[config.mk]
export PLATFORM = sky130hd
export DESIGN_NAME = spmf_ram
export DESIGN_NICKNAME = d
export VERILOG_FILES = /design/src/rtl/core/spmf_ram.sv
export SDC_FILE = /design/constraint.sdc
export NUM_CORES = 1
export LEC_CHECK = 0
export BUFFER_PORTS_ARGS = -buffer_cell sky130_fd_sc_hd__clkbuf_2
export CAP_MARGIN = 25
export CORE_UTILIZATION = 45
export CTS_BUF_LIST = sky130_fd_sc_hd__clkbuf_16
export DETAILED_ROUTE_END_ITERATION = 10
export GPL_ROUTABILITY_DRIVEN = 0
export PLACE_DENSITY_LB_ADDON = 0.2
export SLEW_MARGIN = 40
export SYNTH_ARGS = -nofsm -noshare
export SYNTH_HDL_FRONTEND = slang
export SYNTH_SLANG_ARGS = --single-unit
export TNS_END_PERCENT = 10
[constraint.sdc]
create_clock -name clock -period 5.65 [get_ports clock]
set_clock_uncertainty 0.1 [all_clocks]
set_input_delay 1.695 -clock clock [delete_from_list [all_inputs] [get_ports clock]]
set_output_delay 1.695 -clock clock [all_outputs]
set_load 0.02 [all_outputs]
[src/rtl/core/spmf_ram.sv]
// Generic single-port-write, registered-read RAM
`timescale 1ns / 1ps

module spmf_ram #(
   parameter int WIDTH = 8,
   parameter int DEPTH = 16
) (
   input  logic                     clock,
   input  logic                     wr_en,
   input  logic [$clog2(DEPTH)-1:0] wr_addr,
   input  logic [WIDTH-1:0]         wr_data,
   input  logic                     rd_en,
   input  logic [$clog2(DEPTH)-1:0] rd_addr,
   output logic [WIDTH-1:0]         rd_data
);

   logic [WIDTH-1:0] mem_ff [DEPTH];
   logic [WIDTH-1:0] rd_data_ff;

   // write port
   always_ff @(posedge clock) begin
      if (wr_en) begin
         mem_ff[wr_addr] <= wr_data;
      end
   end

   // registered read port
   always_ff @(posedge clock) begin
      if (rd_en) begin
         rd_data_ff <= mem_ff[rd_addr];
      end
   end

   assign rd_data = rd_data_ff;

endmodule

Word-level counts from Yosys, hierarchy flattened

Memory sizes are Yosys's and may differ from the RTL's. A register that Yosys moved wholly into a read port is not among the register bits.
Index checks and enable logic that the tools add are counted.

Bits in registers: 0
Memory bits (writable): 128
Input port bits: 19
Output and inout bits: 8
Logic and storage cells: 3
Memories: 1

Memories:

| name   | depth | width | rd ports | clocked after Yosys merged registers in | write ports | line | text |
|---|---|---|---|---|---|---|---|
| mem_ff | 16    | 8     | 1        | 1                                       | 1           | 17   | `logic [WIDTH-1:0] mem_ff [DEPTH];` |

Mux-type cells: 2

Operator list:

| kind             | number |
|---|---|
| 2-to-1 mux 1 bit | 2 |

Depth between registers and ports, before layout

Depth after elaboration: 2
Depth in mapped cells: 5
Depth with buffers taken out: 3

Worst setup path after synthesis

Ideal clock, no wire load.

Kind: in2reg
From: in wr_addr[2]
To: mem mem_ff[0][0] (enable)
Library setup time: 383 ps
Arrival: 2,805 ps
Data required time: 5,167 ps
Setup slack: 2,362 ps
Stages on the path: 2
Path buffers: 0
Cells stage by stage: or3b_2 > nor3_1

RTL lines:

| item            | line | text |
|---|---|---|
| start, declared | 10   | `input logic [$clog2(DEPTH)-1:0] wr_addr,` |
| end, declared   | 17   |  |

Straight into the memory's write port.

==> metrics <==
setup slack, reg-to-reg=between 4000 and 5000 ps; final count of hold timing violations=0; wirelength, routed=between 9000 and 10,000 microns; max-cap violations=0; layout cells sized above 1=between 30% and 40%; CTS H-tree lvls=4; Initial Utilization=between 40% and 50%; post-synthesis sequential element count=136; syn_nets=around 250; largest net degree at the start of global routing=33; IO Count=27; count of cell types in the netlist=18; Pre-antenna DRT Iters=4; Die Wd=~110 microns; die area=~12,000 sq um; Tightest Hold Check Type=reg2reg; DR WL/cell=around 23 microns; Synth-to-Final Area Change=15.7%; FMAX=approximately 290 MHz; Compound-Gate Fraction of Synth Area=2.30%; status=finished, final reports clean; Via density=roughly 5.8; DP HPWL=6070 microns; CTS max path bufs=2; slowest cell on the critical path=mux4_1; vias in the first global route=approximately 2.4k; Worst slew margin=between 40% and 50%; row count=38; placed instance area=5510 sq um; Critical Path Start=rd_addr[0]; critical path class=in2reg; final period utilization=roughly three fifths; Hold Buf Count CTS=0; commonest cells after routing, fill and taps aside=edfxtp_1, clkbuf_2, mux4_2; first-pass GRT wire length=~15,000 microns; total CTS buffers=17; post-synthesis simple-gate area fraction=around 3.1%; post-synthesis xor/xnor area fraction=0%; most common cell after layout, fill and taps aside=edfxtp_1; Worst Path Required=between 5000 and 6000 ps; Syn Inst Count=between 200 and 250; setup bufs post-CTS=0; Routed Antenna Nets=0; fin crit period=between 3000 and 4000 ps; Crit. End Element=flop; setup_tns=0 ps; slowest stage delay, CP=between 600 and 700 ps; post-layout util=a little over half; Slew Viols, Final=0; gr ovfl total=0; unrepaired setup endpoints after global routing=false; Worst-Skew Late Latency=approximately 400 ps; post-cts gate resize count=0; crit start category=input pin; reg2reg start=mem_ff[5][1]; Synth Cell Area=5230 sq um; Seq/Total Area, Yosys=about four fifths; routed via count=~2.4k; final net count=287; Slew @ Worst Pin=between 700 and 800 ps; combinational family with the most area after synthesis=multiplexers; DR iter-0 viols=~140; CTS tree=built; LEAKAGE=between 2 and 2.5 nW; Core ar.=around 11,000 sq um; antenna violations before repair=0; synth warn=0; IR drop worst, VDD=roughly 0.16 mV; adder-cell share of the synthesized area=0%; root buf cell=clkbuf_16; die height=110 microns; antenna cells=0; post-route cell area=6050 sq um; Mapped Avg Cell Area=approximately 23 sq um; cell chain of the critical path=clkbuf_2 -> buf_4 -> mux4_1 -> a22oi_1 -> nand2_1; gr usage total=between 10% and 20%; CTS clk-pin slew, worst paths=50 ps; # setup viols final=0; Cell Pwr Density=approximately 370 nW/um^2; WP data arrival=roughly 3600 ps; proportion of synthesized area in mux cells=14.8%; Port Buffer Count=26; hold path start=mem_ff[15][2]; clock sinks=between 100 and 150; DRC violations left=0; worst-path fanout max=20
## registers in the layout (all words and copies together) (netlist names)
register,count
rd_data,8
mem_ff,128
## final timing paths
kind / to / depth (start not counted)
setup / recovery: rd_data[1] / 5
hold / removal: rd_data[2] / 3
setup reg to reg: rd_data[1] / 3
hold reg to reg: rd_data[2] / 3
## where the power goes
part	switching (W)	total (W)	leakage [nW]	internal [W]
Sequential	0.00000619	0.00114	1.24	0.00114
Clock	0.000374	0.00101	0.274	0.000632
Combinational	0.0000641	0.000104	0.502	0.0000400
Total	0.000444	0.00225	2.01	0.00181
## synthesized netlist by cell type (all sizes together)
library cell / count / share of area (%)
nor3: 4 / 0.38
nand2: 9 / 0.65
edfxtp: 136 / 78
and2b: 1 / 0.14
clkdlybuf4s25: 3 / 0.57
a22oi: 16 / 2.3
and2: 1 / 0.12
buf: 7 / 1.1
nand2b: 2 / 0.24
nand3b: 2 / 0.29
nor2b: 1 / 0.12
mux4: 32 / 15
or3b: 1 / 0.17
nor2: 13 / 0.93
nand3: 1 / 0.096
## routing by layer
layer  up-vias  GRT usage, %  share of wire [%]
met1      1261          25.3                 45
met4         0          7.43               0.74
li1       1064             -                  -
met2        78          27.4                 48
met3         7          5.99                6.1
met5         -             0                  0
## cell families (layout without fill, tap and decap cells)
| kind of cell | Yosys count | in the layout |
|---|---|---|
| flip-flops | 136 | 136 |
| AO/OA/AOI/OAI | 16 | 16 |
| multiplexers | 32 | 32 |
| AND/OR/NAND/NOR | 35 | 35 |
| buffers and inverters | 10 | 60 |
## critical path, delay by kind of cell
family | cells | cell delay (ps)
buffers and inverters | 2 | 840
muxes | 1 | 610
AOI/OAI and AO/OA | 1 | 310
and+or+nand+nor | 1 | 90
## final cells by class
class | instances | area, sq um
clock buffer | 17 | 425
clock inverter | 13 | 116
timing repair buffer | 30 | 163
tap | 140 | 175
multi-input combinational | 83 | 1090
fill | 835 | 5030
sequential | 136 | 4080
## per-stage QoR
| step | setup slack (ps) | std cells | hold slack [ps] | total power (W) |
|---|---|---|---|---|
| 2_1_floorplan | 2360 | 229 | 605 | 0.00123 |
| 3_5_place_dp | 1700 | 389 | 644 | 0.00127 |
| 6_report | 2150 | 419 | 651 | 0.00225 |
| 4_1_cts | 2140 | 419 | 658 | 0.00227 |
| 5_1_grt | 1970 | 419 | 684 | 0.00233 |
| 3_3_place_gp | 1710 | 389 | 630 | 0.00127 |
No activity file was read; power rests on OpenSTA's default activity.
