<file path="src/rtl/core/spmf_pkg.sv">
// Types, constants and helpers of the strict priority multi-level queue
`timescale 1ns / 1ps

package spmf_pkg;

   // queue geometry
   localparam int LEVELS    = 4;
   localparam int SLOTS     = 16;
   localparam int LVL_W     = (LEVELS > 1) ? $clog2(LEVELS) : 1;
   localparam int LVL_CNT_W = $clog2(LEVELS + 1);
   localparam int SLOT_W    = $clog2(SLOTS);
   localparam int CNT_W     = $clog2(SLOTS + 1);
   localparam int ADDR_W    = LVL_W + SLOT_W;
   localparam int RAM_DEPTH = 1 << ADDR_W;

   // command codes
   localparam logic [1:0] CMD_ENQ  = 2'd0;
   localparam logic [1:0] CMD_DEQ  = 2'd1;
   localparam logic [1:0] CMD_SRCH = 2'd2;

   // status codes
   localparam logic [2:0] ST_ENQ      = 3'd0;
   localparam logic [2:0] ST_FULL     = 3'd1;
   localparam logic [2:0] ST_DEQ      = 3'd2;
   localparam logic [2:0] ST_EMPTY    = 3'd3;
   localparam logic [2:0] ST_FOUND    = 3'd4;
   localparam logic [2:0] ST_NOTFOUND = 3'd5;
   localparam logic [2:0] ST_BADCMD   = 3'd7;

   typedef struct packed {
      logic [1:0]  cmd;
      logic [1:0]  level;
      logic [31:0] entry_id;
      logic [31:0] name_key;
      logic [7:0]  entry_age;
      logic [63:0] entry_payload;
   } req_word_type;

   typedef struct packed {
      logic [2:0]  status;
      logic [1:0]  out_level;
      logic [31:0] out_id;
      logic [31:0] out_name_key;
      logic [7:0]  out_age;
      logic [63:0] out_payload;
   } rsp_word_type;

   // one stored entry
   typedef struct packed {
      logic [31:0] id;
      logic [31:0] key;
      logic [7:0]  age;
      logic [63:0] payload;
   } entry_type;

   localparam int ENTRY_W = $bits(entry_type);

   // pointer table update, one level at a time
   typedef struct packed {
      logic             push;
      logic             pop;
      logic [LVL_W-1:0] sel;
   } lvl_op_type;

   // pointers of the selected level
   typedef struct packed {
      logic [SLOT_W-1:0] head;
      logic [SLOT_W-1:0] tail;
      logic [CNT_W-1:0]  count;
   } lvl_view_type;

   // entry memory access
   typedef struct packed {
      logic              wr_en;
      logic              rd_en;
      logic [ADDR_W-1:0] addr;
   } ram_cmd_type;

   // circular slot advance
   function automatic logic [SLOT_W-1:0] next_slot(input logic [SLOT_W-1:0] s);
      logic [SLOT_W-1:0] r;
      r = (s == SLOT_W'(SLOTS - 1)) ? '0 : s + 1'b1;
      return r;
   endfunction

endpackage

</file>
<file path="src/rtl/core/spmf_seq.sv">
// Command sequencer: enqueue, dequeue and the entry-by-entry search walk
`timescale 1ns / 1ps

module spmf_seq import spmf_pkg::*; (
   input  logic              clock,
   input  logic              reset,
   input  logic              req_valid,
   output logic              req_stall,
   input  req_word_type      req_word,
   output lvl_op_type        lvl_op,
   input  lvl_view_type      lvl_view,
   input  logic [LEVELS-1:0] nonempty,
   output ram_cmd_type       ram_cmd,
   output entry_type         ram_wr_data,
   input  entry_type         ram_rd_data,
   input  logic              out_free,
   output logic              res_valid,
   output rsp_word_type      res_word
);

   localparam logic [2:0] S_IDLE     = 3'd0;
   localparam logic [2:0] S_EXEC     = 3'd1;
   localparam logic [2:0] S_DEQ_RD   = 3'd2;
   localparam logic [2:0] S_SRCH_LVL = 3'd3;
   localparam logic [2:0] S_SRCH_RD  = 3'd4;
   localparam logic [2:0] S_DONE     = 3'd5;

   logic [2:0]           state_ff, state_in;
   req_word_type         req_ff, req_in;
   logic [LVL_CNT_W-1:0] lv_ff, lv_in;
   logic [SLOT_W-1:0]    slot_ff, slot_in;
   logic [CNT_W-1:0]     seen_ff, seen_in;
   logic                 pend_ff, pend_in;
   logic [LVL_W-1:0]     pend_lvl_ff, pend_lvl_in;
   rsp_word_type         res_ff, res_in;

   logic [LVL_W-1:0] deq_lvl;
   logic             deq_any;
   logic             lvl_bad;
   logic             key_hit;

   // lowest-numbered non-empty level
   always_comb begin
      deq_lvl = '0;
      deq_any = 1'b0;
      for (int i = LEVELS - 1; i >= 0; i--) begin
         if (nonempty[i]) begin
            deq_lvl = LVL_W'(i);
            deq_any = 1'b1;
         end
      end
   end

   assign lvl_bad = (32'(req_ff.level) >= 32'(LEVELS));
   // single compare unit: one stored entry against the search key per cycle
   assign key_hit = (ram_rd_data.id == req_ff.entry_id) &&
                    (ram_rd_data.key == req_ff.name_key);

   assign ram_wr_data.id      = req_ff.entry_id;
   assign ram_wr_data.key     = req_ff.name_key;
   assign ram_wr_data.age     = req_ff.entry_age;
   assign ram_wr_data.payload = req_ff.entry_payload;

   // next-state logic
   always_comb begin
      state_in    = state_ff;
      req_in      = req_ff;
      lv_in       = lv_ff;
      slot_in     = slot_ff;
      seen_in     = seen_ff;
      pend_in     = pend_ff;
      pend_lvl_in = pend_lvl_ff;
      res_in      = res_ff;
      lvl_op.push = 1'b0;
      lvl_op.pop  = 1'b0;
      lvl_op.sel  = lv_ff[LVL_W-1:0];
      ram_cmd.wr_en = 1'b0;
      ram_cmd.rd_en = 1'b0;
      ram_cmd.addr  = {lv_ff[LVL_W-1:0], slot_ff};

      unique case (state_ff)
         S_IDLE: begin
            if (req_valid) begin
               req_in   = req_word;
               state_in = S_EXEC;
            end
         end

         S_EXEC: begin
            res_in = '0;
            unique case (req_ff.cmd)
               CMD_ENQ: begin
                  lvl_op.sel = LVL_W'(req_ff.level);
                  if (lvl_bad || lvl_view.count == CNT_W'(SLOTS)) begin
                     res_in.status = ST_FULL;
                  end else begin
                     ram_cmd.wr_en = 1'b1;
                     ram_cmd.addr  = {LVL_W'(req_ff.level), lvl_view.tail};
                     lvl_op.push   = 1'b1;
                     res_in.status = ST_ENQ;
                  end
                  state_in = S_DONE;
               end
               CMD_DEQ: begin
                  lvl_op.sel = deq_lvl;
                  if (deq_any) begin
                     ram_cmd.rd_en    = 1'b1;
                     ram_cmd.addr     = {deq_lvl, lvl_view.head};
                     lvl_op.pop       = 1'b1;
                     res_in.status    = ST_DEQ;
                     res_in.out_level = 2'(deq_lvl);
                     state_in         = S_DEQ_RD;
                  end else begin
                     res_in.status = ST_EMPTY;
                     state_in      = S_DONE;
                  end
               end
               CMD_SRCH: begin
                  lv_in    = '0;
                  pend_in  = 1'b0;
                  state_in = S_SRCH_LVL;
               end
               default: begin
                  res_in.status = ST_BADCMD;
                  state_in      = S_DONE;
               end
            endcase
         end

         // entry read back in the state after the pop, from the registered RAM read
         S_DEQ_RD: begin
            res_in.out_id       = ram_rd_data.id;
            res_in.out_name_key = ram_rd_data.key;
            res_in.out_age      = ram_rd_data.age;
            res_in.out_payload  = ram_rd_data.payload;
            state_in            = S_DONE;
         end

         // open the next level, or finish when all are walked
         S_SRCH_LVL: begin
            if (lv_ff == LVL_CNT_W'(LEVELS)) begin
               res_in.status = ST_NOTFOUND;
               state_in      = S_DONE;
            end else begin
               slot_in  = lvl_view.head;
               seen_in  = '0;
               state_in = S_SRCH_RD;
            end
         end

         // read one entry a cycle, compare the one read in the cycle before
         S_SRCH_RD: begin
            if (pend_ff && key_hit) begin
               res_in.status    = ST_FOUND;
               res_in.out_level = 2'(pend_lvl_ff);
               state_in         = S_DONE;
            end else if (seen_ff == lvl_view.count) begin
               pend_in  = 1'b0;
               lv_in    = lv_ff + 1'b1;
               state_in = S_SRCH_LVL;
            end else begin
               ram_cmd.rd_en = 1'b1;
               slot_in       = next_slot(slot_ff);
               seen_in       = seen_ff + 1'b1;
               pend_in       = 1'b1;
               pend_lvl_in   = lv_ff[LVL_W-1:0];
            end
         end

         S_DONE: begin
            if (out_free) begin
               state_in = S_IDLE;
            end
         end

         default: begin
            state_in = S_IDLE;
         end
      endcase
   end

   // control registers
   always_ff @(posedge clock) begin
      if (reset) begin
         state_ff <= S_IDLE;
         pend_ff  <= 1'b0;
      end else begin
         state_ff <= state_in;
         pend_ff  <= pend_in;
      end
   end

   // working registers
   always_ff @(posedge clock) begin
      req_ff      <= req_in;
      lv_ff       <= lv_in;
      slot_ff     <= slot_in;
      seen_ff     <= seen_in;
      pend_lvl_ff <= pend_lvl_in;
      res_ff      <= res_in;
   end

   assign req_stall = (state_ff != S_IDLE);
   assign res_valid = (state_ff == S_DONE);
   assign res_word  = res_ff;

endmodule

</file>
<file path="config.mk">
export PLATFORM = sky130hd
export DESIGN_NAME = spmf_seq
export DESIGN_NICKNAME = d
export VERILOG_FILES = /design/src/rtl/core/spmf_pkg.sv /design/src/rtl/core/spmf_seq.sv
export SDC_FILE = /design/constraint.sdc
export NUM_CORES = 1
export LEC_CHECK = 0
export BUFFER_PORTS_ARGS = -buffer_cell sky130_fd_sc_hd__clkbuf_2
export CAP_MARGIN = 20
export CORE_AREA = 2 2 226 228
export DETAILED_ROUTE_END_ITERATION = 8
export DIE_AREA = 0 0 228 230
export PLACE_DENSITY = 0.55
export SLEW_MARGIN = 5
export SYNTH_ARGS = -nofsm -noshare
export SYNTH_HDL_FRONTEND = slang
export SYNTH_SLANG_ARGS = --single-unit
</file>
<file path="constraint.sdc">
create_clock -name clock -period 9 [get_ports clock]
set_input_delay 0.45 -clock clock [delete_from_list [all_inputs] [get_ports clock]]
set_output_delay 0.45 -clock clock [all_outputs]
set_load 0.1 [all_outputs]
</file>
# ---- Word level (Yosys, flattened, before mapping)
# Cells that the tools add are included.
# Widths: inputs -> output; s select.
dict set report totals {
  reg_bits 299
  output_inout_bits 291
  elab_cells 120
}
dict set report classes {
  addsub 3
  eq_ne 23
  n_mux 57
  n_bitwise 2
  reduce_logical 17
}
# cell count
set ops {}
lappend ops {{$pmux 136 s2} 1}
lappend ops {{$eq 32x32->1} 2}
lappend ops {{$mux 3} 9}
lappend ops {{$mux 4} 5}
lappend ops {{$mux 5} 4}
lappend ops {{$pmux 3 s3} 2}
lappend ops {{$pmux 3 s6} 1}
lappend ops {{$mux 1} 17}
lappend ops {{$ne 2x2->1 const B} 8}
lappend ops {{$mux 2} 6}
lappend ops {{$mux 6} 2}
lappend ops {{$pmux 3 s2} 2}
lappend ops {{$pmux 6 s2} 1}
lappend ops {{$reduce_and 3->1} 4}
lappend ops {{$pmux 5 s2} 1}
lappend ops {{$eq 3x3->1 const B} 3}
lappend ops {{$pmux 2 s2} 2}
lappend ops {{$pmux 4 s2} 1}
lappend ops {{$reduce_and 4->1} 2}
lappend ops {{$mux 7} 1}
lappend ops {{$eq 3x2->1 const B} 2}
lappend ops {{$reduce_bool 2->1} 3}
lappend ops {{$reduce_bool 3->1} 2}
lappend ops {{$add 5x1->5 const B} 1}
lappend ops {{16 further kinds} 20}

# ---- Depth between registers and ports, before layout
# Gate-level depths: netlist of the first run.
dict set report logic_depth {
  word_depth 7
  ltp_mapped 8
}

# ---- Least setup slack after synthesis of the first run
# Ideal clock, no wire load.
dict set report synth_timing {
  path_kind {reg-to-reg}
  startpoint {register state_ff[0]}
  endpoint {register req_ff (netlist bit ram_wr_data[0]), enable pin}
  setup_time_ns 0.639
  t_arrival_ns 7.232
  required_time_ns 8.361
  slack_ns 1.129
  path_stages_with_launch 4
  path_buffers 1
  period_less_slack_ns 7.871
  cell_sequence {dfxtp_1 clkbuf_1 or3_1 nor2_1}
}
dict set report synth_via {
  elab_chain_cells 2
}
# element line
set synth_rtl {}
lappend synth_rtl {{start: declaration} spmf_seq.sv:28} ;# logic [2:0] state_ff, state_in;
lappend synth_rtl {{start signal: assignment} spmf_seq.sv:188} ;# state_ff <= state_in;
lappend synth_rtl {{$logic_not 3->1} spmf_seq.sv:81} ;# unique case (state_ff)
lappend synth_rtl {{$reduce_and 2->1 (no source line)} n/a}
lappend synth_rtl {{end signal: assignment} spmf_seq.sv:195} ;# req_ff <= req_in;
lappend synth_rtl {{end: declaration} spmf_seq.sv:29} ;# req_word_type req_ff, req_in;
# No other way between the ends.
# A chain may end at the register's enable or synchronous reset.

==> results.sh, run 1 <==
export IMPL_cts_buffer_depth=3
export IMPL_clk_pin_slew_ns=0.06
export IMPL_cts_tree="yes"
export IMPL_endpoint="ram_cmd[6]"
export IMPL_viasPerCell=4.13
export IMPL_grtUsageTotal=0.152
export IMPL_drtAntennaViolNets=0
export IMPL_reg2regPathDepth=6
export IMPL_min_path_cells=1
export IMPL_fp_dieArea_mm2=0.0524
export IMPL_status="completed"
export IMPL_cts_resized=0
export IMPL_drv_slew=0
export IMPL_ys_seq_elements=299
export IMPL_design_core_area_mm2=0.0499
export IMPL_synth_cells=883
export IMPL_hpwlAfterDp_mm=32.7
export IMPL_min_from="req_word[115]"
export IMPL_final_area_mm2=0.0166
export IMPL_fin_skew_ns=0.0151
export IMPL_critPathCaptureType="output port"
export IMPL_syn_avg_cell_area_um2=14.5
export IMPL_die_w_um=228
export IMPL_ys_warn_count=0
export IMPL_mostFrequentLayoutCells="587 x clkbuf_2, 295 x edfxtp_1, 140 x and2_1, 37 x clkbuf_16, 31 x xnor2_1"
export IMPL_hp_class="in2reg"
export IMPL_vias=8463
export IMPL_rrSetupSlack_ns=5.71
export IMPL_crit_arrival_ns=3.74
export IMPL_min_period_ns=4.19
export IMPL_worst_pin_slew_ns=0.995
export IMPL_hold_buffers=0
export IMPL_r2r_start="ram_wr_data[115]"
export IMPL_synth_area_mm2=0.0128
export IMPL_worstSetupPathType="reg2out"
export IMPL_crit_start="ram_wr_data[115]"
export IMPL_numCtsBuffers=35
export IMPL_fillers=5064
export IMPL_antenna_found_initial=9
export IMPL_netlist_cell_type_count=54
export IMPL_async_flop_share=0
export IMPL_worstPathRequired_ns=8.55
export IMPL_maxCapViolations=0
export IMPL_post_dp_cell_area_mm2=0.0156
export IMPL_drt_wl_total_mm=41.0
export IMPL_drt_iter0_markers=443
export IMPL_setup_tns_ns=0
export IMPL_synth_top_area_cell="edfxtp_1"
export IMPL_yosysSeqAreaShare=0.697
export IMPL_start_kind="flop"
export IMPL_final_common_cell="clkbuf_2"
export IMPL_io_pins=588
export IMPL_clk_latency_ns=0.53
export IMPL_gp_congestion=0.872
export IMPL_yosysTopAreaCellShare=0.690
export IMPL_grt_pass1_vias=8829
export IMPL_initial_core_util=0.257
export IMPL_wl_per_cell_um=20.0
export IMPL_fp_row_count=82
export IMPL_r2r_end="res_word[139]"
export IMPL_numPortBuffers=587
export IMPL_synth_edff_count=295
export IMPL_cts_root_buf="clkbuf_16"
export IMPL_slew_headroom=0.337
export IMPL_final_nets=1662
export IMPL_rsz0062_at_grt="no"
export IMPL_drc=0
export IMPL_htreeDepth=2
export IMPL_drive_gt1_frac=0.469
export IMPL_grt_pass1_wl_mm=58.2
export IMPL_synth_nets=1188
export IMPL_synth_flop_cell="edfxtp_1"
export IMPL_cts_sinks=299
export IMPL_grt_overflow_total=0
export IMPL_final_period_utilization=0.466
export IMPL_synthTopCellsByArea="edfxtp_1 69%, buf_4 8.0%, and2_1 6.8%"
export IMPL_dr_pass1_iters=6
export IMPL_setup_viol=0
export IMPL_hold_viol=0
export IMPL_max_freq_mhz=238
export IMPL_grt_max_degree=102
export IMPL_syn_to_final_growth_pct=29.4
export IMPL_path_max_fanout=4
export IMPL_cts_setup_buffers=0
export IMPL_die_height_um=230
-- kinds of logic (layout without fill, tap and decap cells) --
kind of cell | Yosys count | count (layout) | share of synthesized area
flip-flops | 299 | 299 | 0.697
adder cells (fa/ha/maj) | 8 | 8 | 0.00780
buffers and inverters | 170 | 661 | 0.0898
AO/OA/AOI/OAI | 54 | 54 | 0.0287
XOR/XNOR | 58 | 58 | 0.0396
other | 0 | 2 | 0
AND/OR/NAND/NOR | 294 | 294 | 0.138
-- per-layer routing --
layer,wire [µm],part of all wire,vias up,track usage
li1,-,-,3955,-
met1,15500,0.38,4016,0.169
met2,20500,0.50,422,0.262
met3,3880,0.095,62,0.0594
met4,1070,0.026,8,0.0568
met5,49,0.0012,-,0
-- cell type report --
cell class / instances / area (µm²) / area share
flip-flops and latches: 299 / 8940 / 0.538
inverters: 13 / 48.8 / 0.00294
repair buffers: 594 / 2990 / 0.180
multi-input cells: 414 / 2760 / 0.166
clock inverters: 12 / 80.1 / 0.00482
clock buffers: 42 / 945 / 0.0569
diodes: 2 / 5.00 / 0.000301
well taps: 672 / 841 / 0.0506
-- per-stage QoR --
step / setup slack, ns / std cells / hold slack, ns / utilization
CTS: 4.70 / 2046 / 0.0447 / 0.333
finish: 4.81 / 2048 / 0.0910 / 0.333
global route: 4.60 / 2048 / 0.0523 / 0.333
global placement: 5.16 / 1992 / 0.500 / 0.312
detailed placement: 5.17 / 1992 / 0.495 / 0.312
floorplan: 1.13 / 883 / 0.477 / -
-- worst min path at each step --
stage	to
final	ram_wr_data[115]
after global routing	ram_wr_data[130]
after CTS	ram_wr_data[130]
after detailed placement	res_word[137]
after global placement	res_word[137]
after floorplan	pend_ff
-- flip-flops by register name (all words and copies together), names as in the netlist --
| signal | cells |
|---|---|
| state_ff | 3 |
| ram_wr_data | 136 |
| slot_ff | 4 |
| req_ff | 4 |
| lv_ff | 3 |
| res_word | 141 |
| seen_ff | 5 |
| pend_lvl_ff | 2 |
| pend_ff | 1 |
-- critical path, cell delays in order, from the launching register on --
cell and delay (ns):
edfxtp_1 0.41, xor2_1 0.19, or4_1 0.59, or4b_1 0.54, or4_4 0.60, o31ai_2 0.40
o21bai_1 0.10, clkbuf_2 0.38
-- cell usage after synthesis (all sizes together) (7+ instances only) --
cell    number
nand2b      11
nand2       24
clkbuf      20
o21ai       18
and2       140
nand4       11
nor2        24
ha           8
buf        137
inv         13
xnor2       31
nand3        7
nor4        15
nor2b       27
edfxtp     295
xor2        27
a21oi        7
Power of run 1 is not shown: default switching activity piles up to over one toggle a cycle in this logic, so the estimate is an artifact.
==> run 2, diff against run 1 <==
Clock period 9 ns to 3.9 ns, I/O delays scaled along.
==> run 2 against run 1 <==
  * Design area up 18%
  * Critical path type unchanged
  * Global-route usage up 1.5 points
  * Hold slack worse by 0.073 ns
  * Critical path depth unchanged
==> results.sh, run 2 (same netlist as run 1, synthesis figures left out) <==
export IMPL_r2r_start="ram_wr_data[115]"
export IMPL_drive_gt1_frac=0.397
export IMPL_die_w_um=228
export IMPL_hpwlAfterDp_mm=32.5
export IMPL_wl_per_cell_um=19.2
export IMPL_grt_overflow_total=0
export IMPL_initial_core_util=0.257
export IMPL_worst_pin_slew_ns=0.829
export IMPL_syn_to_final_growth_pct=52.3
export IMPL_gp_congestion=0.844
export IMPL_maxCapViolations=0
export IMPL_htreeDepth=2
export IMPL_cts_buffer_depth=3
export IMPL_grt_max_degree=137
export IMPL_viasPerCell=4.11
export IMPL_cts_root_buf="clkbuf_16"
export IMPL_numPortBuffers=587
export IMPL_max_freq_mhz=268
export IMPL_path_max_fanout=3
export IMPL_drv_slew=0
export IMPL_worstPathRequired_ns=3.70
export IMPL_drtAntennaViolNets=0
export IMPL_cts_sinks=299
export IMPL_final_period_utilization=0.958
export IMPL_fp_dieArea_mm2=0.0524
export IMPL_grt_pass1_vias=10294
export IMPL_dp_cells=1994
export IMPL_status="completed"
export IMPL_hp_class="in2reg"
export IMPL_grt_pass1_wl_mm=65.3
export IMPL_worstSetupPathType="reg2out"
export IMPL_largest_reg_flops=141
export IMPL_rsz0062_at_grt="no"
export IMPL_drt_iter0_markers=403
export IMPL_hold_slack_ns=0.0182
export IMPL_slew_headroom=0.447
export IMPL_start_kind="flop"
export IMPL_vias=9587
export IMPL_fin_skew_ns=0.0123
export IMPL_crit_start="ram_wr_data[115]"
export IMPL_final_area_mm2=0.0195
export IMPL_numCtsBuffers=36
export IMPL_r2r_end="res_word[140]"
export IMPL_clk_latency_ns=0.53
export IMPL_rrSetupSlack_ns=0.60
export IMPL_critPathCaptureType="output port"
export IMPL_min_period_ns=3.74
export IMPL_io_pins=588
export IMPL_mostFrequentLayoutCells="586 x clkbuf_2, 295 x edfxtp_1, 272 x dlygate4sd3_1, 140 x and2_1, 37 x clkbuf_16"
export IMPL_design_core_area_mm2=0.0499
export IMPL_post_dp_cell_area_mm2=0.0157
export IMPL_setup_tns_ns=0
export IMPL_setup_viol=0
export IMPL_die_height_um=230
export IMPL_crit_arrival_ns=3.54
export IMPL_endpoint="ram_cmd[6]"
export IMPL_fp_row_count=82
export IMPL_dr_pass1_iters=5
export IMPL_reg2regPathDepth=6
export IMPL_clk_pin_slew_ns=0.06
export IMPL_drc=0
export IMPL_hold_viol=0
export IMPL_grtUsageTotal=0.167
export IMPL_min_path_cells=2
export IMPL_final_cells=2332
export IMPL_antenna_found_initial=9
export IMPL_drt_wl_total_mm=44.8
export IMPL_final_nets=1937
export IMPL_cts_tree="yes"
export IMPL_final_common_cell="clkbuf_2"
run 2: cell count changes in the layout (fill, tap and decap cells not counted), moves of 3 or more:
cell,before,now
buf_12,0,5
bufinv_16,1,4
clkinv_2,0,4
dlygate4sd3_1,0,272
run 2: layout make-up:
| type | instances | area (µm²) |
|---|---|---|
| fillers | 4748 | 30300 |
| diodes | 4 | 10.0 |
| clock inverters | 19 | 200 |
| inverters | 13 | 48.8 |
| multi-input cells | 414 | 2760 |
| repair buffers | 868 | 5790 |
| well taps | 672 | 841 |
| clock buffers | 43 | 948 |
| flip-flops and latches | 299 | 8940 |
run 2: worst min-delay path by stage:
stage                          from               end  slack, ns
finish              ram_rd_data[76]      res_word[76]       0.02
global route        ram_rd_data[76]      res_word[76]      0.004
CTS                 ram_rd_data[76]      res_word[76]     0.0003
detailed placement    req_word[134]  ram_wr_data[134]       0.37
global placement       req_word[57]   ram_wr_data[57]       0.37
floorplan               req_word[0]    ram_wr_data[0]       0.29
run 2: repair_timing:
| item | in CTS | in global routing |
|---|---|---|
| hold buffers | 272 | 0 |
| gates resized for setup | 1 | 1 |
| setup endpoints to repair | 1 | 1 |
| endpoints found under the hold margin | 274 | 0 |
| buffers inserted | 0 | 0 |
run 2: per-stage QoR:
step	utilization	setup slack (ns)
after floorplan	-	0.0814
after global placement	0.314	0.567
after detailed placement	0.314	0.540
after CTS	0.392	0.0504
after global routing	0.392	0.0434
final	0.392	0.164
run 2: critical path, stage by stage, from the launching register on:
cell and delay [ns]:
edfxtp_1 0.41, xor2_1 0.19, or4_1 0.59, or4b_1 0.55
or4_4 0.60, o31ai_2 0.32, o21bai_1 0.10, buf_4 0.24
run 2: per-layer routing:
metal,up-vias,global-route usage,wire [µm]
li1,4515,-,-
met1,4548,0.188,17100
met2,451,0.298,22600
met3,65,0.0618,4000
met4,8,0.0437,953
met5,-,0,47
Power of run 2 is left out for the same reason.
