File: src/rtl/core/spmf_pkg.sv
// Types, constants and helpers of the strict priority multi-level queue
`timescale 1ns / 1ps

package spmf_pkg;

   // queue geometry
   localparam int LEVELS    = 4;
   localparam int SLOTS     = 16;
   localparam int LVL_W     = (LEVELS > 1) ? $clog2(LEVELS) : 1;
   localparam int LVL_CNT_W = $clog2(LEVELS + 1);
   localparam int SLOT_W    = $clog2(SLOTS);
   localparam int CNT_W     = $clog2(SLOTS + 1);
   localparam int ADDR_W    = LVL_W + SLOT_W;
   localparam int RAM_DEPTH = 1 << ADDR_W;

   // command codes
   localparam logic [1:0] CMD_ENQ  = 2'd0;
   localparam logic [1:0] CMD_DEQ  = 2'd1;
   localparam logic [1:0] CMD_SRCH = 2'd2;

   // status codes
   localparam logic [2:0] ST_ENQ      = 3'd0;
   localparam logic [2:0] ST_FULL     = 3'd1;
   localparam logic [2:0] ST_DEQ      = 3'd2;
   localparam logic [2:0] ST_EMPTY    = 3'd3;
   localparam logic [2:0] ST_FOUND    = 3'd4;
   localparam logic [2:0] ST_NOTFOUND = 3'd5;
   localparam logic [2:0] ST_BADCMD   = 3'd7;

   typedef struct packed {
      logic [1:0]  cmd;
      logic [1:0]  level;
      logic [31:0] entry_id;
      logic [31:0] name_key;
      logic [7:0]  entry_age;
      logic [63:0] entry_payload;
   } req_word_type;

   typedef struct packed {
      logic [2:0]  status;
      logic [1:0]  out_level;
      logic [31:0] out_id;
      logic [31:0] out_name_key;
      logic [7:0]  out_age;
      logic [63:0] out_payload;
   } rsp_word_type;

   // one stored entry
   typedef struct packed {
      logic [31:0] id;
      logic [31:0] key;
      logic [7:0]  age;
      logic [63:0] payload;
   } entry_type;

   localparam int ENTRY_W = $bits(entry_type);

   // pointer table update, one level at a time
   typedef struct packed {
      logic             push;
      logic             pop;
      logic [LVL_W-1:0] sel;
   } lvl_op_type;

   // pointers of the selected level
   typedef struct packed {
      logic [SLOT_W-1:0] head;
      logic [SLOT_W-1:0] tail;
      logic [CNT_W-1:0]  count;
   } lvl_view_type;

   // entry memory access
   typedef struct packed {
      logic              wr_en;
      logic              rd_en;
      logic [ADDR_W-1:0] addr;
   } ram_cmd_type;

   // circular slot advance
   function automatic logic [SLOT_W-1:0] next_slot(input logic [SLOT_W-1:0] s);
      logic [SLOT_W-1:0] r;
      r = (s == SLOT_W'(SLOTS - 1)) ? '0 : s + 1'b1;
      return r;
   endfunction

endpackage

File: src/rtl/core/spmf_lvl_table.sv
// Head, tail and fill count of every level
`timescale 1ns / 1ps

module spmf_lvl_table import spmf_pkg::*; (
   input  logic               clock,
   input  logic               reset,
   input  lvl_op_type         lvl_op,
   output lvl_view_type       lvl_view,
   output logic [LEVELS-1:0]  nonempty
);

   logic [SLOT_W-1:0] head_ff  [LEVELS];
   logic [SLOT_W-1:0] tail_ff  [LEVELS];
   logic [CNT_W-1:0]  count_ff [LEVELS];

   // pointer update on the selected level
   always_ff @(posedge clock) begin
      if (reset) begin
         for (int i = 0; i < LEVELS; i++) begin
            head_ff[i]  <= '0;
            tail_ff[i]  <= '0;
            count_ff[i] <= '0;
         end
      end else begin
         if (lvl_op.push) begin
            tail_ff[lvl_op.sel]  <= next_slot(tail_ff[lvl_op.sel]);
            count_ff[lvl_op.sel] <= count_ff[lvl_op.sel] + 1'b1;
         end
         if (lvl_op.pop) begin
            head_ff[lvl_op.sel]  <= next_slot(head_ff[lvl_op.sel]);
            count_ff[lvl_op.sel] <= count_ff[lvl_op.sel] - 1'b1;
         end
      end
   end

   // view of the selected level
   always_comb begin
      lvl_view.head  = head_ff[lvl_op.sel];
      lvl_view.tail  = tail_ff[lvl_op.sel];
      lvl_view.count = count_ff[lvl_op.sel];
   end

   // occupancy flags for the dequeue priority pick
   always_comb begin
      for (int i = 0; i < LEVELS; i++) begin
         nonempty[i] = (count_ff[i] != '0);
      end
   end

endmodule

File: config.mk
export PLATFORM = sky130hd
export DESIGN_NAME = spmf_lvl_table
export DESIGN_NICKNAME = d
export VERILOG_FILES = /design/src/rtl/core/spmf_pkg.sv /design/src/rtl/core/spmf_lvl_table.sv
export SDC_FILE = /design/constraint.sdc
export NUM_CORES = 1
export LEC_CHECK = 0
export ABC_AREA = 1
export BUFFER_PORTS_ARGS = -buffer_cell sky130_fd_sc_hd__buf_2
export CAP_MARGIN = 15
export CORE_MARGIN = 1
export CORE_UTILIZATION = 55
export CTS_CLUSTER_SIZE = 24
export DETAILED_ROUTE_END_ITERATION = 12
export GPL_TIMING_DRIVEN = 0
export PLACE_DENSITY = 0.72
export SETUP_SLACK_MARGIN = 0.3
export SYNTH_ARGS = -nofsm -noshare
export SYNTH_HDL_FRONTEND = slang
export SYNTH_SLANG_ARGS = --single-unit
File: constraint.sdc
create_clock -name clock -period 4.1 [get_ports clock]
set_input_delay 0.615 -clock clock [delete_from_list [all_inputs] [get_ports clock]]
set_output_delay 0.615 -clock clock [all_outputs]
set_load 0.03 [all_outputs]
Yosys cells after proc, flatten, opt, wreduce, memory -nomap -nowiden

Memories as Yosys holds them, arrays and structs flattened.
Index checks and enable logic that the tools add are counted.

Memory bits (writable): 52
Input bits: 6
Memories kept: 3
Flip-flop bits (word level): 0
Word-level logic and storage cells: 37
Output and inout bits: 17

Add/subtract/negate cells: 4
Reduce and logical (&&, ||, !) cells: 7
Equal/unequal tests: 2
Bitwise logic cells: 1
Multiplexer cells: 20

Memory list:

| memory   | depth | bits a word | rd ports | clocked after memory_dff | wr ports | line                 | text |
|---|---|---|---|---|---|---|---|
| count_ff | 4     | 5           | 5        | 0                        | 4        | spmf_lvl_table.sv:14 | `logic [CNT_W-1:0] count_ff [LEVELS];` |
| head_ff  | 4     | 4           | 1        | 0                        | 4        | spmf_lvl_table.sv:12 | `logic [SLOT_W-1:0] head_ff [LEVELS];` |
| tail_ff  | 4     | 4           | 1        | 0                        | 4        | spmf_lvl_table.sv:13 | `logic [SLOT_W-1:0] tail_ff [LEVELS];` |

Operators by type and width:

| cell                                             | count |
|---|---|
| nonzero test 5 bit                               | 4 |
| 2-to-1 mux 4 bit                                 | 4 |
| 2-to-1 mux 1 bit                                 | 11 |
| 2-to-1 mux 5 bit                                 | 2 |
| adder 4 x 1 -> 4 bit, second input constant      | 2 |
| equality test 4 bit, second input constant       | 2 |
| OR reduction 4 bit                               | 2 |
| 2-to-1 mux 2 bit                                 | 3 |
| adder 5 x 1 -> 5 bit, second input constant      | 1 |
| OR reduction 5 bit                               | 1 |
| subtractor 5 x 1 -> 5 bit, second input constant | 1 |
| OR 1 bit                                         | 1 |

Logic depth before layout (Yosys ltp)

Gate-level depths: netlist of the first run.

Depth in word-level cells: 6
Depth in mapped cells: 15
Depth with buffers taken out: 12

Worst setup path after synthesis of the first run

No wires, ideal clock.

Path kind: input port to flip-flop
Start point: in lvl_op[1] in the netlist's numbering
End point: mem count_ff[1][4] in the netlist's numbering, data pin
Data required time: 3841 ps
Setup slack: 883 ps
Cell stages on the path: 15
Buffers on the path: 3
Arrival time: 2958 ps
Library setup time: 259 ps
Path through: buf_4 inv_2 buf_6 buf_2 a21oi_1 a32oi_1 inv_1 fa_1 inv_1 nand3_1 nand2_1 xor2_1 nand2_1 nand2_1 nor2_1

RTL lines:

| what        | line                 | text |
|---|---|---|
| from (decl) | spmf_lvl_table.sv:7  | `input lvl_op_type lvl_op,` |
| to (decl)   | spmf_lvl_table.sv:14 |  |

==> summary.md, run 1 <==
| Metric | Value |
|---|---|
| RD Place Congestion | 0.835 |
| R2R cell count | 11 |
| Placed inst area | 3100 um^2 |
| Min Tclk post-route | 2910 ps |
| Initial Util | 56.9% |
| Reg2Reg Setup Slack | 1790 ps |
| Post-CTS Hold Buffers | 0 |
| Status | completed |
| Worst setup EP type | register |
| Detailed Place HPWL | 4940 um |
| WHS | 677 ps |
| Total power | 1250 uW |
| Max FO, Critical Path | 10 |
| Final setup violation count | 0 |
| Data required, critical path | 4170 ps |
| P&R area growth vs syn | 10.3% |
| Met2 Usage GRT | 45.0% |
| FF+latch count, synth | 52 |
| Fraction of layout cells with a size suffix above 1 | 17.8% |
| Post-CTS Resized | 0 |
| H-tree levels | 2 |
| Critical path class | input port to register |
| Sequential area share after synthesis | 53.7% |
| Global-route usage over all layers | 25.8% |
| Complex-gate fraction of the synthesized area | 3.23% |
| Mapped Nets | 344 |
| Largest family of logic cells by synthesized area | simple AND/OR/NAND/NOR gates |
| Core ar. | 5110 um^2 |
| Largest net degree at the start of global routing | 17 |
| WHS Path Cells | 2 |
| Routing usage on met3 | 4.69% |
| Worst-margin pin slew | 776 ps |
| CTS tree | done |
| Number of global-route vias before repair | 2309 |
| Final period utilization | 71.0% |
| Vias | 2320 |
| Synth Cell Area | 2910 um^2 |
| Maximum clock path buffer count | 2 |
| Clock Latency Late Sink | 310 ps |
| Synth cell types | 30 |
| Synth Area in XOR/XNOR | 0.602% |
| Peak VDD IR | 0.264 mV |
| Detailed Route Iter0 Violations | 155 |
| Gr busiest metal | met2 |
| Syn. warnings | 0 |
| Max_slew headroom | 47.8% |
| Drt first pass iters | 5 |
| Arrival @ worst endpoint | 2980 ps |
| Post-Synth Simple-Gate Area | 31.0% |
| CTS buffer count | 5 |
| Residual DRC | 0 |
| Port Buf Inserts | 20 |
| Final hold violation count | 0 |
| Chip Height | 74.7 um |
| Sequential cell area | 1560 um^2 |
| Gate Count Post-Synth | 332 |
| Vias per inst | 5.40 |
| DR WL/cell | 15.2 um |
| # clock sinks | 52 |
| Max_cap viols | 0 |
| Sum Neg Setup Slack | 0 ps |
| Die ar. | 5580 um^2 |
| CTS clk-pin slew, worst paths | 100 ps |
| Achievable frequency | 0.343 GHz |
| Unrepaired setup endpoints after global routing | no |
| Crit path launch type | input port |
| HP Start | reset |
| Drt total wl | 6550 um |
| Diode count | 0 |
| Gr ovfl total | 0 |
| Leak | 0.00145 uW |
| Worst reg2reg startpoint | count_ff[1][1]$_SDFFCE_PN0P_ |
| Pwr/cell area | 389 nW/um^2 |
| HP Class | input port to register |
| Clock skew | 9.05 ps |
| Nets | 371 |
| Mean post-synth cell area | 8.76 um^2 |
| Post-synthesis mux area share | 0% |
| Setup Buffers After CTS | 0 |
| Final ANT Viol Nets | 0 |
| Die Width | 74.7 um |
| Adder-Cell Fraction of Synth Area | 2.84% |
| Worst R2R End | count_ff[1][4]$_SDFFCE_PN0P_ |
| Post-route cell area | 3210 um^2 |
| FILL cells | 469 |
| WHS Endpoint | tail_ff[3][1]$_DFFE_PP_ |
| Site Rows | 26 |
| Ports | 23 |
| Final core utilization | 62.8% |
| First-pass GRT wire length | 10500 um |
| Met1 usage | 31.5% |
| Antenna violations before repair | 0 |
| Footprint of the multi-input gates | 1100 um^2 |
| Root Driver | clkbuf_8 |
| Final Max Slew Viols | 0 |
-- layout make-up --
class | count | share of cell area, %
Timing Repair Buffer | 20 | 3.12
Buffer | 12 | 3.43
Clock inverter | 3 | 1.33
Tap cell | 70 | 2.73
Clock buffer | 5 | 2.15
Multi-Input combinational cell | 232 | 34.2
Inverter | 36 | 4.37
Sequential cell | 52 | 48.7
-- sequential cells by signal (all words and copies together), names as in the netlist --
register	count
count_ff	20
head_ff	16
tail_ff	16
-- routing by layer --
| layer | up-vias | share of wire [%] |
|---|---|---|
| li1 | 1130 | - |
| met2 | 84 | 50 |
| met3 | 13 | 6.4 |
| met1 | 1093 | 42 |
| met5 | - | 0 |
| met4 | 0 | 1.8 |
-- worst max path at each step --
| stage | to | cells past startpoint | start |
|---|---|---|---|
| global route | count_ff[0][4]$_SDFFCE_PN0P_ | 15 | lvl_op[1] |
| CTS | count_ff[2][4]$_SDFFCE_PN0P_ | 15 | lvl_op[1] |
| finish | count_ff[1][4]$_SDFFCE_PN0P_ | 15 | lvl_op[1] |
| floorplan | count_ff[1][4]$_SDFFCE_PN0P_ | 15 | lvl_op[1] |
| detailed placement | count_ff[1][4]$_SDFFCE_PN0P_ | 15 | lvl_op[1] |
| global placement | count_ff[1][4]$_SDFFCE_PN0P_ | 15 | lvl_op[1] |
-- placed cells by master, fill, tap and decap left out, types with 2 or more instances in the layout --
master / Yosys / final
a21oi_1: 3 / 3
buf_2: 3 / 23
buf_4: 2 / 2
buf_6: 5 / 5
clkbuf_8: 0 / 5
edfxtp_1: 52 / 52
ha_1: 5 / 5
inv_1: 28 / 28
inv_2: 7 / 7
nand2_1: 101 / 101
nand2_2: 6 / 6
nand3_1: 31 / 31
nand3_2: 3 / 3
nand3b_1: 2 / 2
nor2_1: 55 / 55
nor2_2: 5 / 5
nor3_1: 5 / 5
o21ai_0: 4 / 4
o22ai_1: 2 / 2
or2_1: 2 / 2
-- critical path, cell delays in order --
cell and delay, ps:
buf_4 160, inv_2 120, buf_6 170, buf_2 260, a21oi_1 70, a32oi_1 270
inv_1 120, fa_1 410, inv_1 120, nand3_1 100, nand2_1 150, xor2_1 160
nand2_1 60, nand2_1 150, nor2_1 60
-- per-stage QoR --
step	setup WS [ps]	instances
finish	1190	430
global route	1010	430
CTS	1230	430
detailed placement	934	422
global placement	1000	422
floorplan	883	332
-- cell families (layout without fill, tap and decap cells) --
| kind of cell | after synthesis | in the layout |
|---|---|---|
| simple gates | 211 | 211 |
| flops | 52 | 52 |
| buf+inv | 48 | 76 |
| compound gates | 13 | 13 |
| fa+ha+maj | 6 | 6 |
| xor+xnor | 2 | 2 |
-- cell usage after synthesis, drive strengths merged --
cell	count	share of area (%)
nor2	60	8.2
fa	1	0.69
o31ai	2	0.99
a32oi	1	0.30
o22ai	2	0.43
nand3b	2	0.52
nand2	107	14
xor2	1	0.30
inv	36	4.8
buf	11	3.7
a31o	1	0.30
nand3	34	6.4
o21ai	4	0.69
edfxtp	52	54
or2	2	0.43
clkbuf	1	0.13
nor3	6	1.2
xnor2	1	0.30
a21oi	3	0.52
ha	5	2.2
-- report_power, final --
group | leakage [uW] | internal, uW | switching, uW | total (uW)
registers | 0.000542 | 628 | 15.7 | 644
clock network | 0.0000541 | 181 | 172 | 353
logic | 0.000851 | 74.8 | 177 | 252
Power figures use the tool's default switching activity.
==> run 2, diff against run 1 <==
- CORE_UTILIZATION: 55 -> 54
- PLACE_DENSITY: 0.72 -> 0.74
- clock period: 4.1 -> 2.4 ns (I/O delays scaled with it)
==> summary.md, run 2 (synthesis results as in run 1) <==
| Metric | Value |
|---|---|
| Top flop regs | count_ff: 20 flops, head_ff: 16 flops, tail_ff: 16 flops |
| Fraction of layout cells with a size suffix above 1 | 22.7% |
| Final period utilization | 84.2% |
| # clock sinks | 52 |
| Maximum clock path buffer count | 2 |
| Crit path buf inv count | 6 |
| Max incr delay on CP | 330 ps |
| Global-route usage over all layers | 26.5% |
| Root Driver | clkbuf_8 |
| Drt total wl | 6570 um |
| Antenna violations before repair | 0 |
| Clock power share | 24.8% |
| CTS clk-pin slew, worst paths | 100 ps |
| Largest net degree at the start of global routing | 19 |
| Achievable frequency | 0.495 GHz |
| Arrival @ worst endpoint | 2090 ps |
| Post-CTS Hold Buffers | 0 |
| P&R area growth vs syn | 16.1% |
| Die Width | 75.4 um |
| Critical path class | input port to register |
| Final hold violation count | 0 |
| Port Buf Inserts | 20 |
| Worst setup EP type | register |
| Final Max Slew Viols | 0 |
| Clock Latency Late Sink | 320 ps |
| Residual DRC | 0 |
| Gr ovfl total | 0 |
| Peak VDD IR | 0.542 mV |
| Ports | 23 |
| Crit path launch type | input port |
| CP Cell Sequence | buf_8 -> inv_4 -> buf_8 -> buf_12 -> a32oi_4 -> inv_2 -> fa_2 -> inv_2 -> nand3_2 -> nand2_2 -> xor2_1 -> nand2_1 -> nand2_2 -> nor2_1 |
| P_sw | 666 uW |
| Min Tclk post-route | 2020 ps |
| Power share of the combinational group | 23.0% |
| Clock skew | 5.79 ps |
| Initial Util | 56.6% |
| Commonest non-fill, non-tap cell in the layout | nand2_1 |
| Final ANT Viol Nets | 0 |
| Worst path top cell family by delay | buffers and inverters |
| CTS buffer count | 5 |
| H-tree levels | 2 |
| Most frequent cells in the layout | nand2_1 (98), nor2_1 (55), edfxtp_1 (52) |
| Number of global-route vias before repair | 2181 |
| Max_cap viols | 0 |
| Flop pwr share | 52.2% |
| Site Rows | 26 |
| Core ar. | 5140 um^2 |
| Largest Register | count_ff |
| Chip Height | 75.4 um |
| Slowest-stage cell, CP | fa_2 |
| Sw Ratio | 31.5% |
| Diode count | 0 |
| First-pass GRT wire length | 10500 um |
| Sum Neg Setup Slack | 0 ps |
| Max FO, Critical Path | 10 |
| DR WL/cell | 15.2 um |
| Drt first pass iters | 4 |
| Max_slew headroom | 48.7% |
| Pwr/cell area | 626 nW/um^2 |
| Final core utilization | 65.7% |
| Unrepaired setup endpoints after global routing | no |
| CTS tree | done |
| Data required, critical path | 2470 ps |
| Reg2Reg Setup Slack | 420 ps |
| HP Class | input port to register |
| Final setup violation count | 0 |
| Max reg flops | 20 |
| RD Place Congestion | 0.855 |
| Nets | 373 |
| Vias per inst | 5.30 |
| Int Pwr | 1450 uW |
| Detailed Route Iter0 Violations | 206 |
| Vias | 2290 |
| Status | completed |
| Die ar. | 5680 um^2 |
| Leak | 0.00148 uW |
| Worst-margin pin slew | 763 ps |
| Detailed Place HPWL | 4960 um |
[run 2: final cells by class]
| cell class | instances | area [um^2] |
|---|---|---|
| plain buffers | 12 | 150 |
| clock buffers | 5 | 68.8 |
| clock inverters | 3 | 27.5 |
| fillers | 454 | 1760 |
| inverters | 36 | 143 |
| multi-input cells | 232 | 1210 |
| flip-flops and latches | 52 | 1560 |
| well taps | 70 | 87.6 |
| repair buffers | 22 | 128 |
[run 2: worst paths after layout]
check,startpoint,to,depth (start not counted)
worst max-delay path,lvl_op[1],count_ff[1][4]$_SDFFCE_PN0P_,14
worst min-delay path,reset,tail_ff[3][1]$_DFFE_PP_,2
worst max register to register,count_ff[0][1]$_SDFFCE_PN0P_,count_ff[1][4]$_SDFFCE_PN0P_,11
worst min register to register,head_ff[2][3]$_SDFFCE_PN0P_,head_ff[3][3]$_DFFE_PP_,6
[run 2: timing repair]
item / in CTS / in global routing
buffers inserted: 0 / 2
endpoints found under the setup margin: 4 / 4
pin swaps: 2 / 2
gates resized for setup: 2 / 2
[run 2: metrics by stage]
stage	hold WS [ps]	setup slack, ps	area [um^2]	instances	total power, uW
after floorplan	559	54.4	3050	332	1480
after global placement	742	-40.4	3240	422	1590
after detailed placement	751	-72.0	3240	422	1600
after CTS	405	303	3340	430	2110
after global routing	415	307	3380	432	2210
final	426	380	3380	432	2110
[run 2: metal layers]
metal / share of wire, % / wire length, um / vias to the layer above / global-route usage (%)
met3: 6.1 / 400 / 10 / 6.08
met4: 1.5 / 97 / 0 / 9.05
met5: 0 / 0 / - / 0
li1: - / - / 1138 / -
met2: 48 / 3160 / 64 / 43.8
met1: 44 / 2910 / 1078 / 34.8
[run 2: power by group through the flow]
stage | combinational [uW] | sequential [uW] | clock, uW
2_1_floorplan | 363 | 1110 | 0
3_3_place_gp | 467 | 1120 | 0
3_5_place_dp | 477 | 1120 | 0
4_1_cts | 480 | 1100 | 531
5_1_grt | 536 | 1110 | 560
6_report | 486 | 1100 | 525
==> run 3, diff against run 2 <==
- clock period: 2.4 -> 1.8 ns (I/O delays scaled with it)
==> summary.md, run 3 (synthesis results as in run 1) <==
| Metric | Value |
|---|---|
| Achievable frequency | 0.497 GHz |
| Top flop regs | count_ff: 20 flops, head_ff: 16 flops, tail_ff: 16 flops |
| Clock skew | 7.79 ps |
| Drt first pass iters | 5 |
| Leak | 0.00169 uW |
| Status | complete, but fails checks |
| Min Tclk post-route | 2010 ps |
| Residual DRC | 0 |
| Antenna violations before repair | 0 |
| Max FO, Critical Path | 4 |
| Die Width | 75.4 um |
| Final period utilization | 112% |
| Final worst setup slack | -211 ps |
| Initial Util | 56.6% |
| Max_cap viols | 0 |
| Fraction of layout cells with a size suffix above 1 | 42.2% |
| H-tree levels | 2 |
| Site Rows | 26 |
| Most frequent cells in the layout | nand2_1 (78), edfxtp_1 (52), nor2_1 (42) |
| Die ar. | 5680 um^2 |
| Ports | 23 |
| Arrival @ worst endpoint | 2070 ps |
| First-pass GRT wire length | 10900 um |
| Pwr/cell area | 796 nW/um^2 |
| Nets | 397 |
| Final Max Slew Viols | 0 |
| Chip Height | 75.4 um |
| Diode count | 0 |
| Worst R2R End | count_ff[1][3]$_SDFFCE_PN0P_ |
| Vias per inst | 5.53 |
| Final hold violation count | 0 |
| Root Driver | clkbuf_8 |
| Clock Latency Late Sink | 300 ps |
| Gr ovfl total | 0 |
| Max reg flops | 20 |
| Post-route insts no fill | 456 |
| FILL cells | 357 |
| Detailed Route Iter0 Violations | 211 |
| Final core utilization | 77.1% |
| Maximum clock path buffer count | 2 |
| Critical path class | register to register |
| Data required, critical path | 1860 ps |
| Stages on worst setup path | 11 |
| P&R area growth vs syn | 36.3% |
| Crit path capture | count_ff[1][3]$_SDFFCE_PN0P_ |
| Placed inst area | 3320 um^2 |
| Largest Register | count_ff |
| Worst setup EP type | register |
| R2R cell count | 11 |
| Worst-margin pin slew | 693 ps |
| Critical path origin | count_ff[3][1]$_DFFE_PP_ |
| Crit path launch type | register |
| CTS clk-pin slew, worst paths | 90 ps |
| Post-CTS Hold Buffers | 0 |
| Commonest non-fill, non-tap cell in the layout | nand2_1 |
| Number of global-route vias before repair | 2209 |
| Final ANT Viol Nets | 0 |
| Unrepaired setup endpoints after global routing | yes |
| Worst reg2reg startpoint | count_ff[3][1]$_DFFE_PP_ |
| CTS buffer count | 5 |
| Crit path buf inv count | 2 |
| Drt total wl | 7750 um |
| Largest net degree at the start of global routing | 17 |
| DR WL/cell | 17.0 um |
| CP Cell Sequence | a21oi_4 -> a32oi_4 -> buf_4 -> buf_6 -> ha_1 -> nand2_1 -> nand3b_1 -> nand2_1 -> nand2_1 -> nand3_2 -> nor2_1 |
| Worst path top cell family by delay | simple AND/OR/NAND/NOR gates |
| Vias | 2521 |
| Reg2Reg Setup Slack | -210 ps |
| Final setup violation count | 11 |
| Slowest-stage cell, CP | edfxtp_1 |
| HP Class | input port to register |
| # clock sinks | 52 |
| Max_slew headroom | 53.4% |
| Port Buf Inserts | 20 |
| Global-route usage over all layers | 27.5% |
| Peak VDD IR | 0.725 mV |
| CTS tree | done |
| RD Place Congestion | 0.857 |
| Post-route cell area | 3960 um^2 |
| Violated checks | setup timing |
| Placed cell count | 422 |
| Detailed Place HPWL | 5180 um |
| Core ar. | 5140 um^2 |
| Most repeated library cell on the critical path | nand2_1 |
| Max incr delay on CP | 450 ps |
-- run 3: cell types whose count changed in the layout (fill, tap and decap cells not counted), moves of 8 or more --
cell	before	now
buf_4	1	22
nand3_2	5	13
nand2_4	0	8
nand2_1	98	78
nand3_1	29	17
nor2_2	4	13
buf_2	21	10
buf_6	5	15
nor2_1	55	42
nand2_2	9	21
-- run 3: worst min path at each step --
stage	start	to	slack, ps	depth (start not counted)
CTS	reset	tail_ff[3][1]$_DFFE_PP_	370	2
detailed placement	reset	tail_ff[3][1]$_DFFE_PP_	660	2
finish	reset	tail_ff[3][1]$_DFFE_PP_	400	2
global route	reset	tail_ff[3][1]$_DFFE_PP_	400	2
global placement	reset	tail_ff[3][1]$_DFFE_PP_	660	2
floorplan	reset	tail_ff[3][1]$_DFFE_PP_	470	1
-- run 3: power breakdown --
part	switching [uW]	internal, uW	leakage (uW)	total, uW
clock	378	412	0.0000558	790
combinational	539	350	0.00109	889
sequential	43.4	1430	0.000542	1470
-- run 3: what timing repair did --
item / 4_1_cts / 5_1_grt
endpoints found under the setup margin: 53 / 69
pin swaps: 15 / 36
resized for setup: 41 / 58
setup buffers: 10 / 16
-- run 3: layout make-up --
class,instances,area (um^2),area share [%]
clock inverter,3,42.5,1.07
inverter,36,158,3.98
tap,70,87.6,2.21
multi-input combinational,232,1490,37.6
sequential,52,1560,39.4
timing repair buffer,46,377,9.50
clock buffer,5,68.8,1.74
buffer,12,179,4.51
-- run 3: layer usage --
metal | GRT usage, % | part of all wire [%]
met1 | 33.8 | 36
met2 | 50.0 | 53
met3 | 4.89 | 7.7
met4 | 7.41 | 2.5
met5 | 0 | 0
-- run 3: metrics by stage --
| step | setup WS (ps) | setup TNS [ps] | power (uW) | hold WS, ps |
|---|---|---|---|---|
| floorplan | -456 | -4510 | 1990 | 469 |
| global placement | -522 | -7830 | 2150 | 655 |
| detailed placement | -537 | -8370 | 2170 | 657 |
| CTS | -115 | -729 | 3010 | 367 |
| global route | -278 | -2680 | 3260 | 399 |
| finish | -211 | -1690 | 3150 | 397 |
